**config.mk**
```make
export PLATFORM = sky130hd
export DESIGN_NAME = three_channel_moving_average_scaler
export DESIGN_NICKNAME = d
export VERILOG_FILES = /design/src/rtl/tcmas_pkg.sv /design/src/rtl/three_channel_moving_average_scaler.sv
export VERILOG_INCLUDE_DIRS = /design/src /design/src/rtl
export SDC_FILE = /design/constraint.sdc
export NUM_CORES = 2
export LEC_CHECK = 0
export BUFFER_PORTS_ARGS = -buffer_cell sky130_fd_sc_hd__buf_2
export CORE_MARGIN = 5
export CORE_UTILIZATION = 47
export DETAILED_ROUTE_END_ITERATION = 8
export GPL_TIMING_DRIVEN = 0
export PLACE_DENSITY_LB_ADDON = 0.12
export SLEW_MARGIN = 10
export SYNTH_ARGS = -nofsm -noshare
export SYNTH_HDL_FRONTEND = slang
export SYNTH_SLANG_ARGS = --single-unit
```
**constraint.sdc**
```tcl
create_clock -name aclk -period 13.6 [get_ports aclk]
set_clock_uncertainty 0.05 [all_clocks]
set_input_delay 2.04 -clock aclk [delete_from_list [all_inputs] [get_ports aclk]]
set_output_delay 2.04 -clock aclk [all_outputs]
set_load 0.02 [all_outputs]
```
**src/rtl/three_channel_moving_average_scaler_assert.svh**
```systemverilog
// Assertion macros for the moving average scaler.
`ifndef THREE_CHANNEL_MOVING_AVERAGE_SCALER_ASSERT_SVH
`define THREE_CHANNEL_MOVING_AVERAGE_SCALER_ASSERT_SVH

`ifndef SYNTH

// Same-cycle implication, checked on every rising edge outside reset.
`define TCMAS_ASSERT_IMP(lbl, ante, cons, msg) \
    lbl: assert property (@(posedge aclk) disable iff (!aresetn) (ante) |-> (cons)) \
        else $error(msg);

// Next-cycle implication, checked on every rising edge outside reset.
`define TCMAS_ASSERT_NXT(lbl, ante, cons, msg) \
    lbl: assert property (@(posedge aclk) disable iff (!aresetn) (ante) |=> (cons)) \
        else $error(msg);

`else

`define TCMAS_ASSERT_IMP(lbl, ante, cons, msg)
`define TCMAS_ASSERT_NXT(lbl, ante, cons, msg)

`endif

`endif

```
**src/rtl/tcmas_pkg.sv**
```systemverilog
`timescale 1ns / 1ps

package tcmas_pkg;

    localparam int NUM_CH      = 3;
    localparam int SAMPLE_W    = 12;
    localparam int GAIN_W      = 24;
    localparam int MEAN_W      = 16;
    localparam int SCALED_W    = 20;
    localparam int MEAN_FRAC   = 4;
    localparam int SCALE_SHIFT = 16;
    localparam int FRAME_W     = NUM_CH * SAMPLE_W;
    localparam int CFG_IDX_W   = 2;

    typedef logic [CFG_IDX_W-1:0] cfg_idx_t;
    typedef logic [GAIN_W-1:0]    gain_t;
    typedef logic [SAMPLE_W-1:0]  sample_t;
    typedef logic [FRAME_W-1:0]   frame_t;

    // Register indexes of the configuration port.
    localparam cfg_idx_t REG_VOUT_GAIN = 2'd0;
    localparam cfg_idx_t REG_IOUT_GAIN = 2'd1;
    localparam cfg_idx_t REG_VIN_GAIN  = 2'd2;

    // Gain values after reset, Q16 thousandths per converter step.
    localparam gain_t VOUT_GAIN_RST = 24'd52800;
    localparam gain_t IOUT_GAIN_RST = 24'd52800;
    localparam gain_t VIN_GAIN_RST  = 24'd580762;

endpackage

```
**src/rtl/three_channel_moving_average_scaler.sv**
```systemverilog
// Pipeline: after the window read at the input accept edge, the running sum, the gain multiply
// and the division by WINDOW (a reciprocal multiplication) take one stage each up to m_valid.
// Throughput: one item per cycle; one window read and one write-back per item. A low m_ready
// stalls the pipeline, and s_ready falls once all four stages hold an item and m_ready is low.
// Reset (aresetn, synchronous, active low) clears sums, pointer and pipeline, and reloads gains.
// Window entries carry valid bits cleared at once by reset, so there is no clearing pass.
`timescale 1ns / 1ps
`include "three_channel_moving_average_scaler_assert.svh"

module three_channel_moving_average_scaler #(
    parameter int WINDOW = 16
) (
    input  logic                             aclk,
    input  logic                             aresetn,

    input  logic                             cfg_wr_en,
    input  tcmas_pkg::cfg_idx_t              cfg_index,
    input  logic [tcmas_pkg::GAIN_W-1:0]     cfg_wdata,

    input  logic                             s_valid,
    output logic                             s_ready,
    input  logic [tcmas_pkg::SAMPLE_W-1:0]   s_vout_sample,
    input  logic [tcmas_pkg::SAMPLE_W-1:0]   s_iout_sample,
    input  logic [tcmas_pkg::SAMPLE_W-1:0]   s_vin_sample,

    output logic                             m_valid,
    input  logic                             m_ready,
    output logic [tcmas_pkg::MEAN_W-1:0]     m_vout_mean,
    output logic [tcmas_pkg::MEAN_W-1:0]     m_iout_mean,
    output logic [tcmas_pkg::MEAN_W-1:0]     m_vin_mean,
    output logic [tcmas_pkg::SCALED_W-1:0]   m_vout_scaled,
    output logic [tcmas_pkg::SCALED_W-1:0]   m_iout_scaled,
    output logic [tcmas_pkg::SCALED_W-1:0]   m_vin_scaled
);

    localparam int NCH     = tcmas_pkg::NUM_CH;
    localparam int SW      = tcmas_pkg::SAMPLE_W;
    localparam int GW      = tcmas_pkg::GAIN_W;
    localparam int QW      = tcmas_pkg::SCALED_W;
    localparam int SUM_MAX = ((1 << SW) - 1) * WINDOW;
    localparam int SUM_W   = $clog2(SUM_MAX + 1);
    localparam int PTR_W   = (WINDOW > 1) ? $clog2(WINDOW) : 1;
    localparam int PROD_W  = SUM_W + GW;
    localparam int DIVW    = PROD_W - tcmas_pkg::SCALE_SHIFT;
    localparam int REC_SH  = DIVW + $clog2(WINDOW);
    localparam int REC_W   = DIVW + 1;
    localparam int RP_W    = DIVW + REC_W;
    localparam int NLANE   = 2 * NCH;

    localparam logic [PTR_W-1:0] PTR_LAST  = PTR_W'(WINDOW - 1);
    localparam logic [SUM_W-1:0] SUM_LIMIT = SUM_W'(SUM_MAX);

    // The reciprocal of WINDOW rounded up gives the exact floored quotient for every
    // dividend below 2**DIVW, because its rounding error stays under 2**REC_SH.
    localparam logic [63:0]      REC_NUM = (64'd1 << REC_SH) + 64'(WINDOW) - 64'd1;
    localparam logic [REC_W-1:0] REC_MUL = REC_W'(REC_NUM / 64'(WINDOW));

    // Window memory: one frame per entry, valid bits make unwritten entries read as zero.
    tcmas_pkg::frame_t win_mem [WINDOW];
    logic [WINDOW-1:0] win_vld_reg;

    tcmas_pkg::gain_t  gain_reg [NCH];
    logic [PTR_W-1:0]  wp_reg;
    logic [PTR_W-1:0]  wp_next;
    logic [SUM_W-1:0]  sum_reg  [NCH];
    logic [SUM_W-1:0]  sum_next [NCH];

    // Read stage.
    logic               v1_reg;
    tcmas_pkg::frame_t  s1_new_reg;
    logic [PTR_W-1:0]   s1_slot_reg;
    tcmas_pkg::frame_t  rd_data_reg;
    logic               rd_vld_reg;
    logic               fwd_reg;
    tcmas_pkg::frame_t  fwd_data_reg;
    tcmas_pkg::frame_t  old_frame;

    // Multiply stage.
    logic               v2_reg;
    logic [SUM_W-1:0]   s2_sum_reg [NCH];
    logic [PROD_W-1:0]  prod       [NCH];
    logic [DIVW-1:0]    div_in     [NLANE];

    // Division stage: dividends, then quotients taken from the reciprocal product.
    logic               v3_reg;
    logic [DIVW-1:0]    s3_div_reg [NLANE];
    logic [RP_W-1:0]    rec_prod   [NLANE];
    logic               v4_reg;
    logic [QW-1:0]      q_reg      [NLANE];

    logic s4_rdy;
    logic s3_rdy;
    logic s2_rdy;
    logic s1_rdy;
    logic s1_fire;
    logic accept;
    logic sum_ok;

    // Ready chain, each stage takes an item when empty or when it moves on.
    assign s4_rdy  = !v4_reg || m_ready;
    assign s3_rdy  = !v3_reg || s4_rdy;
    assign s2_rdy  = !v2_reg || s3_rdy;
    assign s1_rdy  = !v1_reg || s2_rdy;
    assign s1_fire = v1_reg && s2_rdy;
    assign s_ready = s1_rdy;
    assign accept  = s_valid && s1_rdy;

    assign wp_next = (wp_reg == PTR_LAST) ? '0 : wp_reg + 1'b1;

    // With a one-entry window the entry being read is the one written in the same cycle.
    assign old_frame = fwd_reg ? fwd_data_reg : (rd_vld_reg ? rd_data_reg : '0);

    always_comb begin
        for (int c = 0; c < NCH; c++) begin
            sum_next[c] = sum_reg[c] - SUM_W'(old_frame[c*SW +: SW])
                        + SUM_W'(s1_new_reg[c*SW +: SW]);
        end
    end

    always_comb begin
        for (int c = 0; c < NCH; c++) begin
            prod[c] = PROD_W'(s2_sum_reg[c]) * PROD_W'(gain_reg[c]);
            div_in[c] = DIVW'({s2_sum_reg[c], {tcmas_pkg::MEAN_FRAC{1'b0}}});
            div_in[NCH+c] = prod[c][PROD_W-1:tcmas_pkg::SCALE_SHIFT];
        end
    end

    always_comb begin
        for (int l = 0; l < NLANE; l++) begin
            rec_prod[l] = RP_W'(s3_div_reg[l]) * RP_W'(REC_MUL);
        end
    end

    always_ff @(posedge aclk) begin
        if (!aresetn) begin
            gain_reg[0] <= tcmas_pkg::VOUT_GAIN_RST;
            gain_reg[1] <= tcmas_pkg::IOUT_GAIN_RST;
            gain_reg[2] <= tcmas_pkg::VIN_GAIN_RST;
        end else if (cfg_wr_en) begin
            unique case (cfg_index)
                tcmas_pkg::REG_VOUT_GAIN: gain_reg[0] <= cfg_wdata;
                tcmas_pkg::REG_IOUT_GAIN: gain_reg[1] <= cfg_wdata;
                tcmas_pkg::REG_VIN_GAIN:  gain_reg[2] <= cfg_wdata;
                default: ;
            endcase
        end
    end

    always_ff @(posedge aclk) begin
        if (!aresetn) begin
            wp_reg      <= '0;
            win_vld_reg <= '0;
            v1_reg      <= 1'b0;
            v2_reg      <= 1'b0;
            v3_reg      <= 1'b0;
            v4_reg      <= 1'b0;
            for (int c = 0; c < NCH; c++) begin
                sum_reg[c] <= '0;
            end
        end else begin
            if (accept) begin
                wp_reg <= wp_next;
            end
            if (s1_rdy) begin
                v1_reg <= s_valid;
            end
            if (s1_fire) begin
                win_vld_reg[s1_slot_reg] <= 1'b1;
                for (int c = 0; c < NCH; c++) begin
                    sum_reg[c] <= sum_next[c];
                end
            end
            if (s2_rdy) begin
                v2_reg <= v1_reg;
            end
            if (s3_rdy) begin
                v3_reg <= v2_reg;
            end
            if (s4_rdy) begin
                v4_reg <= v3_reg;
            end
        end
    end

    always_ff @(posedge aclk) begin
        if (s1_fire) begin
            win_mem[s1_slot_reg] <= s1_new_reg;
        end
    end

    always_ff @(posedge aclk) begin
        if (accept) begin
            s1_new_reg   <= {s_vin_sample, s_iout_sample, s_vout_sample};
            s1_slot_reg  <= wp_reg;
            rd_data_reg  <= win_mem[wp_reg];
            rd_vld_reg   <= win_vld_reg[wp_reg];
            fwd_reg      <= s1_fire && (s1_slot_reg == wp_reg);
            fwd_data_reg <= s1_new_reg;
        end
        if (s1_fire) begin
            for (int c = 0; c < NCH; c++) begin
                s2_sum_reg[c] <= sum_next[c];
            end
        end
        if (v2_reg && s3_rdy) begin
            for (int l = 0; l < NLANE; l++) begin
                s3_div_reg[l] <= div_in[l];
            end
        end
        if (v3_reg && s4_rdy) begin
            for (int l = 0; l < NLANE; l++) begin
                q_reg[l] <= rec_prod[l][REC_SH +: QW];
            end
        end
    end

    assign m_valid       = v4_reg;
    assign m_vout_mean   = q_reg[0][tcmas_pkg::MEAN_W-1:0];
    assign m_iout_mean   = q_reg[1][tcmas_pkg::MEAN_W-1:0];
    assign m_vin_mean    = q_reg[2][tcmas_pkg::MEAN_W-1:0];
    assign m_vout_scaled = q_reg[NCH];
    assign m_iout_scaled = q_reg[NCH+1];
    assign m_vin_scaled  = q_reg[NCH+2];

    assign sum_ok = (sum_reg[0] <= SUM_LIMIT) && (sum_reg[1] <= SUM_LIMIT)
                 && (sum_reg[2] <= SUM_LIMIT);

    `TCMAS_ASSERT_IMP(a_sum_range, 1'b1, sum_ok, "running sum exceeds window maximum")
    `TCMAS_ASSERT_NXT(a_wp_hold, !accept, $stable(wp_reg), "write pointer moved without an item")
    `TCMAS_ASSERT_NXT(a_vld_set, s1_fire, win_vld_reg[$past(s1_slot_reg)], "written slot not valid")
    `TCMAS_ASSERT_IMP(a_fwd_only_same, v1_reg && fwd_reg, WINDOW == 1, "unexpected forwarding")

endmodule
```
==> insert_results.sql <==
INSERT INTO impl_metrics (metric_group, metric, value, unit) VALUES
('outcome', 'status', 'finished clean', ''),
('drt', 'routedWlPerCell', '23.81', 'um'),
('sta', 'finalHoldViolations', '0', ''),
('floorplan', 'floorplan.io_pins', '177', ''),
('critical_path', 'crit_arrival', '8640', 'ps'),
('global_routing', 'antenna_found_initial', '15', ''),
('drt', 'postRouteAntennaNets', '0', ''),
('global_routing', 'grt_use_total', '24.67', '%'),
('floorplan', 'fp.dieArea', '170700', 'sq um'),
('sta', 'timing.max_slew.rel_slack', '15.56', '%'),
('clock_tree', 'postCtsSetupBuffers', '0', ''),
('floorplan', 'die_y', '413.2', 'um'),
('worst_hold_path', 'hp-class', 'reg -> reg', ''),
('floorplan', 'num_rows', '148', ''),
('drt', 'dr.pass1.iters', '6', ''),
('clock_tree', 'clock_sinks', '1098', ''),
('clock_tree', 'clockRootBuffer', 'sky130_fd_sc_hd__clkbuf_16', ''),
('drt', 'vias', '45610', ''),
('synthesis', 'seq_total_area_yosys', '42.85', '%'),
('clock_tree', 'cts-root-to-sink-buffers', '3', ''),
('cells_and_area', 'drive_above_1_share', '10.02', '%'),
('synthesis', 'synthesis.nets', '7357', ''),
('critical_path', 'cp_max_fo', '10', ''),
('synthesis', 'ys_flop_type', 'sky130_fd_sc_hd__edfxtp_1', ''),
('cells_and_area', 'layout_common_cells', 'sky130_fd_sc_hd__inv_1 (1212), sky130_fd_sc_hd__edfxtp_1 (1074), sky130_fd_sc_hd__fa_1 (951)', ''),
('sta', 'worstMarginPinSlew', '1267', 'ps'),
('global_routing', 'number_of_global_route_vias_before_repair', '48460', ''),
('sta', 'rsz0062_at_grt', 'false', ''),
('sta', 'max_freq', '122.0', 'MHz'),
('synthesis', 'post_synthesis_cell_area', '76390', 'sq um'),
('clock_tree', 'cts_tree', 'yes', ''),
('synthesis', 'synthArstFlopShare', '0', '%'),
('clock_tree', 'cts.reportedPaths.clkPinSlew', '70', 'ps'),
('placed_design', 'place_hpwl', '156700', 'um'),
('drt', 'route.final.wire_length', '204700', 'um'),
('drt', 'post_drt_via_cell_ratio', '5.303', ''),
('sta', 'slew_viol_final', '0', ''),
('cells_and_area', 'synthToLayoutAreaGrowth', '11.67', '%'),
('synthesis', 'synth_seq_cells', '1098', ''),
('sta', 'setup_tns', '0', 'ps'),
('global_routing', 'maximum_number_of_pins_on_one_net_before_global_route_repair', '52', ''),
('flow_run', 'drv.max_cap_violation_count', '0', ''),
('cells_and_area', 'mostFrequentLayoutCell', 'sky130_fd_sc_hd__inv_1', ''),
('sta', 'final-setup-viol-count', '0', ''),
('synthesis', 'ys_top_cells_by_area', 'sky130_fd_sc_hd__edfxtp_1 (42%), sky130_fd_sc_hd__fa_1 (25%), sky130_fd_sc_hd__ha_1 (6.2%)', ''),
('global_routing', 'wire_length_of_the_first_global_routing_pass', '309500', 'um'),
('synthesis', 'synth_top_area_share', '42.22', '%'),
('critical_path', 'type_of_origin_of_the_critical_path', 'flop', ''),
('floorplan', 'die-width', '413.2', 'um'),
('global_routing', 'grt-ovfl-total', '0', ''),
('placed_design', 'gpl.final_weighted_congestion', '0.9060', ''),
('clock_tree', 'insertion_delay', '780', 'ps'),
('sta', 'finalWorstSetupSlack', '5403', 'ps'),
('synthesis', 'synth_cell_type_count', '64', ''),
('critical_path', 'crit_required', '14040', 'ps'),
('critical_path', 'timing.setup.critical_path_class', 'reg -> reg', ''),
('floorplan', 'core_region_area', '162200', 'sq um'),
('synthesis', 'synth-edff-count', '1074', ''),
('clock_tree', 'ctsHoldBuffers', '0', ''),
('synthesis', 'synth_cells', '5963', ''),
('synthesis', 'postSynthAreaPerCell', '12.81', 'sq um'),
('clock_tree', 'cts_resized', '0', ''),
('placed_design', 'portBuffers', '176', ''),
('drt', 'dr.first_iter.drc_count', '3382', ''),
('drt', 'total_drc_errors_in_the_routed_layout', '0', ''),
('floorplan', 'starting_density_of_the_core', '47.09', '%'),
('sta', 'final_min_period_over_clock_period', '60.27', '%'),
('cells_and_area', 'largest_register_ffs', '576', ''),
('cells_and_area', 'nNetsFinal', '7712', ''),
('synthesis', 'synthesis.yosys.warnings', '0', ''),
('sta', 'post-route-min-period', '8197', 'ps'),
('critical_path', 'element_type_at_the_critical_path_end', 'flop', ''),
('clock_tree', 'cts_inserted_buffers', '115', ''),
('synthesis', 'synth_area_leader_cell', 'sky130_fd_sc_hd__edfxtp_1', ''),
('clock_tree', 'htreeDepth', '3', ''),
('placed_design', 'dp_slack', '5475', 'ps');
## final timing paths
path                                        start           endpoint  slack, ps  cells past startpoint
worst max-delay path             s2_sum_reg[0][5]  s3_div_reg[3][22]       5400                     23
worst min-delay path            s3_div_reg[0][10]        q_reg[0][6]        340                      0
worst max register to register   s2_sum_reg[0][5]  s3_div_reg[3][22]       5400                     23
worst min register to register  s3_div_reg[0][10]        q_reg[0][6]        340                      0
## synthesized netlist by cell type, types with 3 or more instances
| library cell | count |
|---|---|
| sky130_fd_sc_hd__nand2_1 | 729 |
| sky130_fd_sc_hd__o21a_1 | 24 |
| sky130_fd_sc_hd__a22o_1 | 35 |
| sky130_fd_sc_hd__a21o_1 | 46 |
| sky130_fd_sc_hd__mux2i_1 | 4 |
| sky130_fd_sc_hd__xor2_1 | 27 |
| sky130_fd_sc_hd__o21bai_1 | 4 |
| sky130_fd_sc_hd__a221oi_1 | 3 |
| sky130_fd_sc_hd__buf_1 | 11 |
| sky130_fd_sc_hd__a211oi_1 | 8 |
| sky130_fd_sc_hd__mux4_2 | 185 |
| sky130_fd_sc_hd__nand4_1 | 18 |
| sky130_fd_sc_hd__a21oi_2 | 3 |
| sky130_fd_sc_hd__o41ai_1 | 3 |
| sky130_fd_sc_hd__ha_1 | 376 |
| sky130_fd_sc_hd__xnor2_1 | 71 |
| sky130_fd_sc_hd__nor2b_1 | 24 |
| sky130_fd_sc_hd__a31oi_1 | 12 |
| sky130_fd_sc_hd__a311oi_1 | 4 |
| sky130_fd_sc_hd__or3_1 | 5 |
| sky130_fd_sc_hd__nand3b_1 | 3 |
| sky130_fd_sc_hd__o21ai_0 | 48 |
| sky130_fd_sc_hd__nor3_1 | 29 |
| sky130_fd_sc_hd__o31ai_1 | 3 |
| sky130_fd_sc_hd__and2_1 | 531 |
| sky130_fd_sc_hd__nand2b_1 | 21 |
| sky130_fd_sc_hd__dfxtp_1 | 24 |
| sky130_fd_sc_hd__edfxtp_1 | 1074 |
| sky130_fd_sc_hd__a21oi_1 | 74 |
| sky130_fd_sc_hd__fa_1 | 951 |
| sky130_fd_sc_hd__or2_2 | 3 |
| sky130_fd_sc_hd__and3_1 | 7 |
| sky130_fd_sc_hd__a31o_2 | 3 |
| sky130_fd_sc_hd__or4_1 | 3 |
| sky130_fd_sc_hd__nand3_1 | 31 |
| sky130_fd_sc_hd__a211o_1 | 3 |
| sky130_fd_sc_hd__o211ai_1 | 7 |
| sky130_fd_sc_hd__inv_1 | 1213 |
| sky130_fd_sc_hd__clkbuf_1 | 221 |
| sky130_fd_sc_hd__o21ai_1 | 4 |
| sky130_fd_sc_hd__nor2_1 | 77 |
| sky130_fd_sc_hd__a21boi_0 | 12 |
## layer usage
layer	GRT usage, %	routed length (um)	vias up
met3	3.956	13890	299
met4	7.710	6725	0
met2	40.16	97650	1424
met1	34.36	86480	23920
li1	-	-	19960
met5	0	0	-
## kinds of logic (layout without fill, tap and decap cells)
group	after synthesis	after routing	synth area share, %
other cells	0	5	0
xor+xnor	98	98	1.124
buf+inv	1445	1902	7.100
fa+ha+maj	1327	1327	31.08
simple gates	1490	1490	9.493
mux	189	189	5.507
flops	1098	1098	42.85
compound gates	316	316	2.847
## layout make-up
class | instances | area, sq um
fillers | 14030 | 76910
multi-input cells | 3420 | 38400
flip-flops and latches | 1098 | 32730
inverters | 1213 | 4556
clock buffers | 143 | 3097
well taps | 2175 | 2721
repair buffers | 238 | 2032
clock inverters | 76 | 884.6
plain buffers | 232 | 874.6
diodes | 5 | 12.51
## through the flow
step	instance area, sq um	instances	utilization, %	hold slack (ps)
2_1_floorplan	76390	5963	-	350.3
3_3_place_gp	79990	8314	49.31	352.6
3_5_place_dp	81310	8376	50.12	354.5
4_1_cts	85290	8595	52.58	334.6
5_1_grt	85290	8595	52.58	360.5
6_report	85310	8600	52.59	344.8
## critical path, cell delays in order (launching register included)
cell and delay, ps:
sky130_fd_sc_hd__edfxtp_1 690, sky130_fd_sc_hd__clkbuf_1 680, sky130_fd_sc_hd__and2_1 260, sky130_fd_sc_hd__fa_1 430, sky130_fd_sc_hd__inv_1 80, sky130_fd_sc_hd__fa_1 440, sky130_fd_sc_hd__fa_1 520, sky130_fd_sc_hd__inv_1 50
sky130_fd_sc_hd__fa_1 490, sky130_fd_sc_hd__fa_1 490, sky130_fd_sc_hd__inv_1 50, sky130_fd_sc_hd__fa_1 470, sky130_fd_sc_hd__inv_1 40, sky130_fd_sc_hd__ha_1 350, sky130_fd_sc_hd__nand4_1 220, sky130_fd_sc_hd__nor4bb_1 720
sky130_fd_sc_hd__o211ai_1 160, sky130_fd_sc_hd__a21oi_1 190, sky130_fd_sc_hd__or4_1 310, sky130_fd_sc_hd__a31o_2 270, sky130_fd_sc_hd__a31oi_4 160, sky130_fd_sc_hd__o311ai_1 460, sky130_fd_sc_hd__a21oi_1 150, sky130_fd_sc_hd__xnor2_1 140
Power is left out: the tool's default activity adds up to more than one toggle a clock period on the data nets, which glitch-free logic cannot reach.
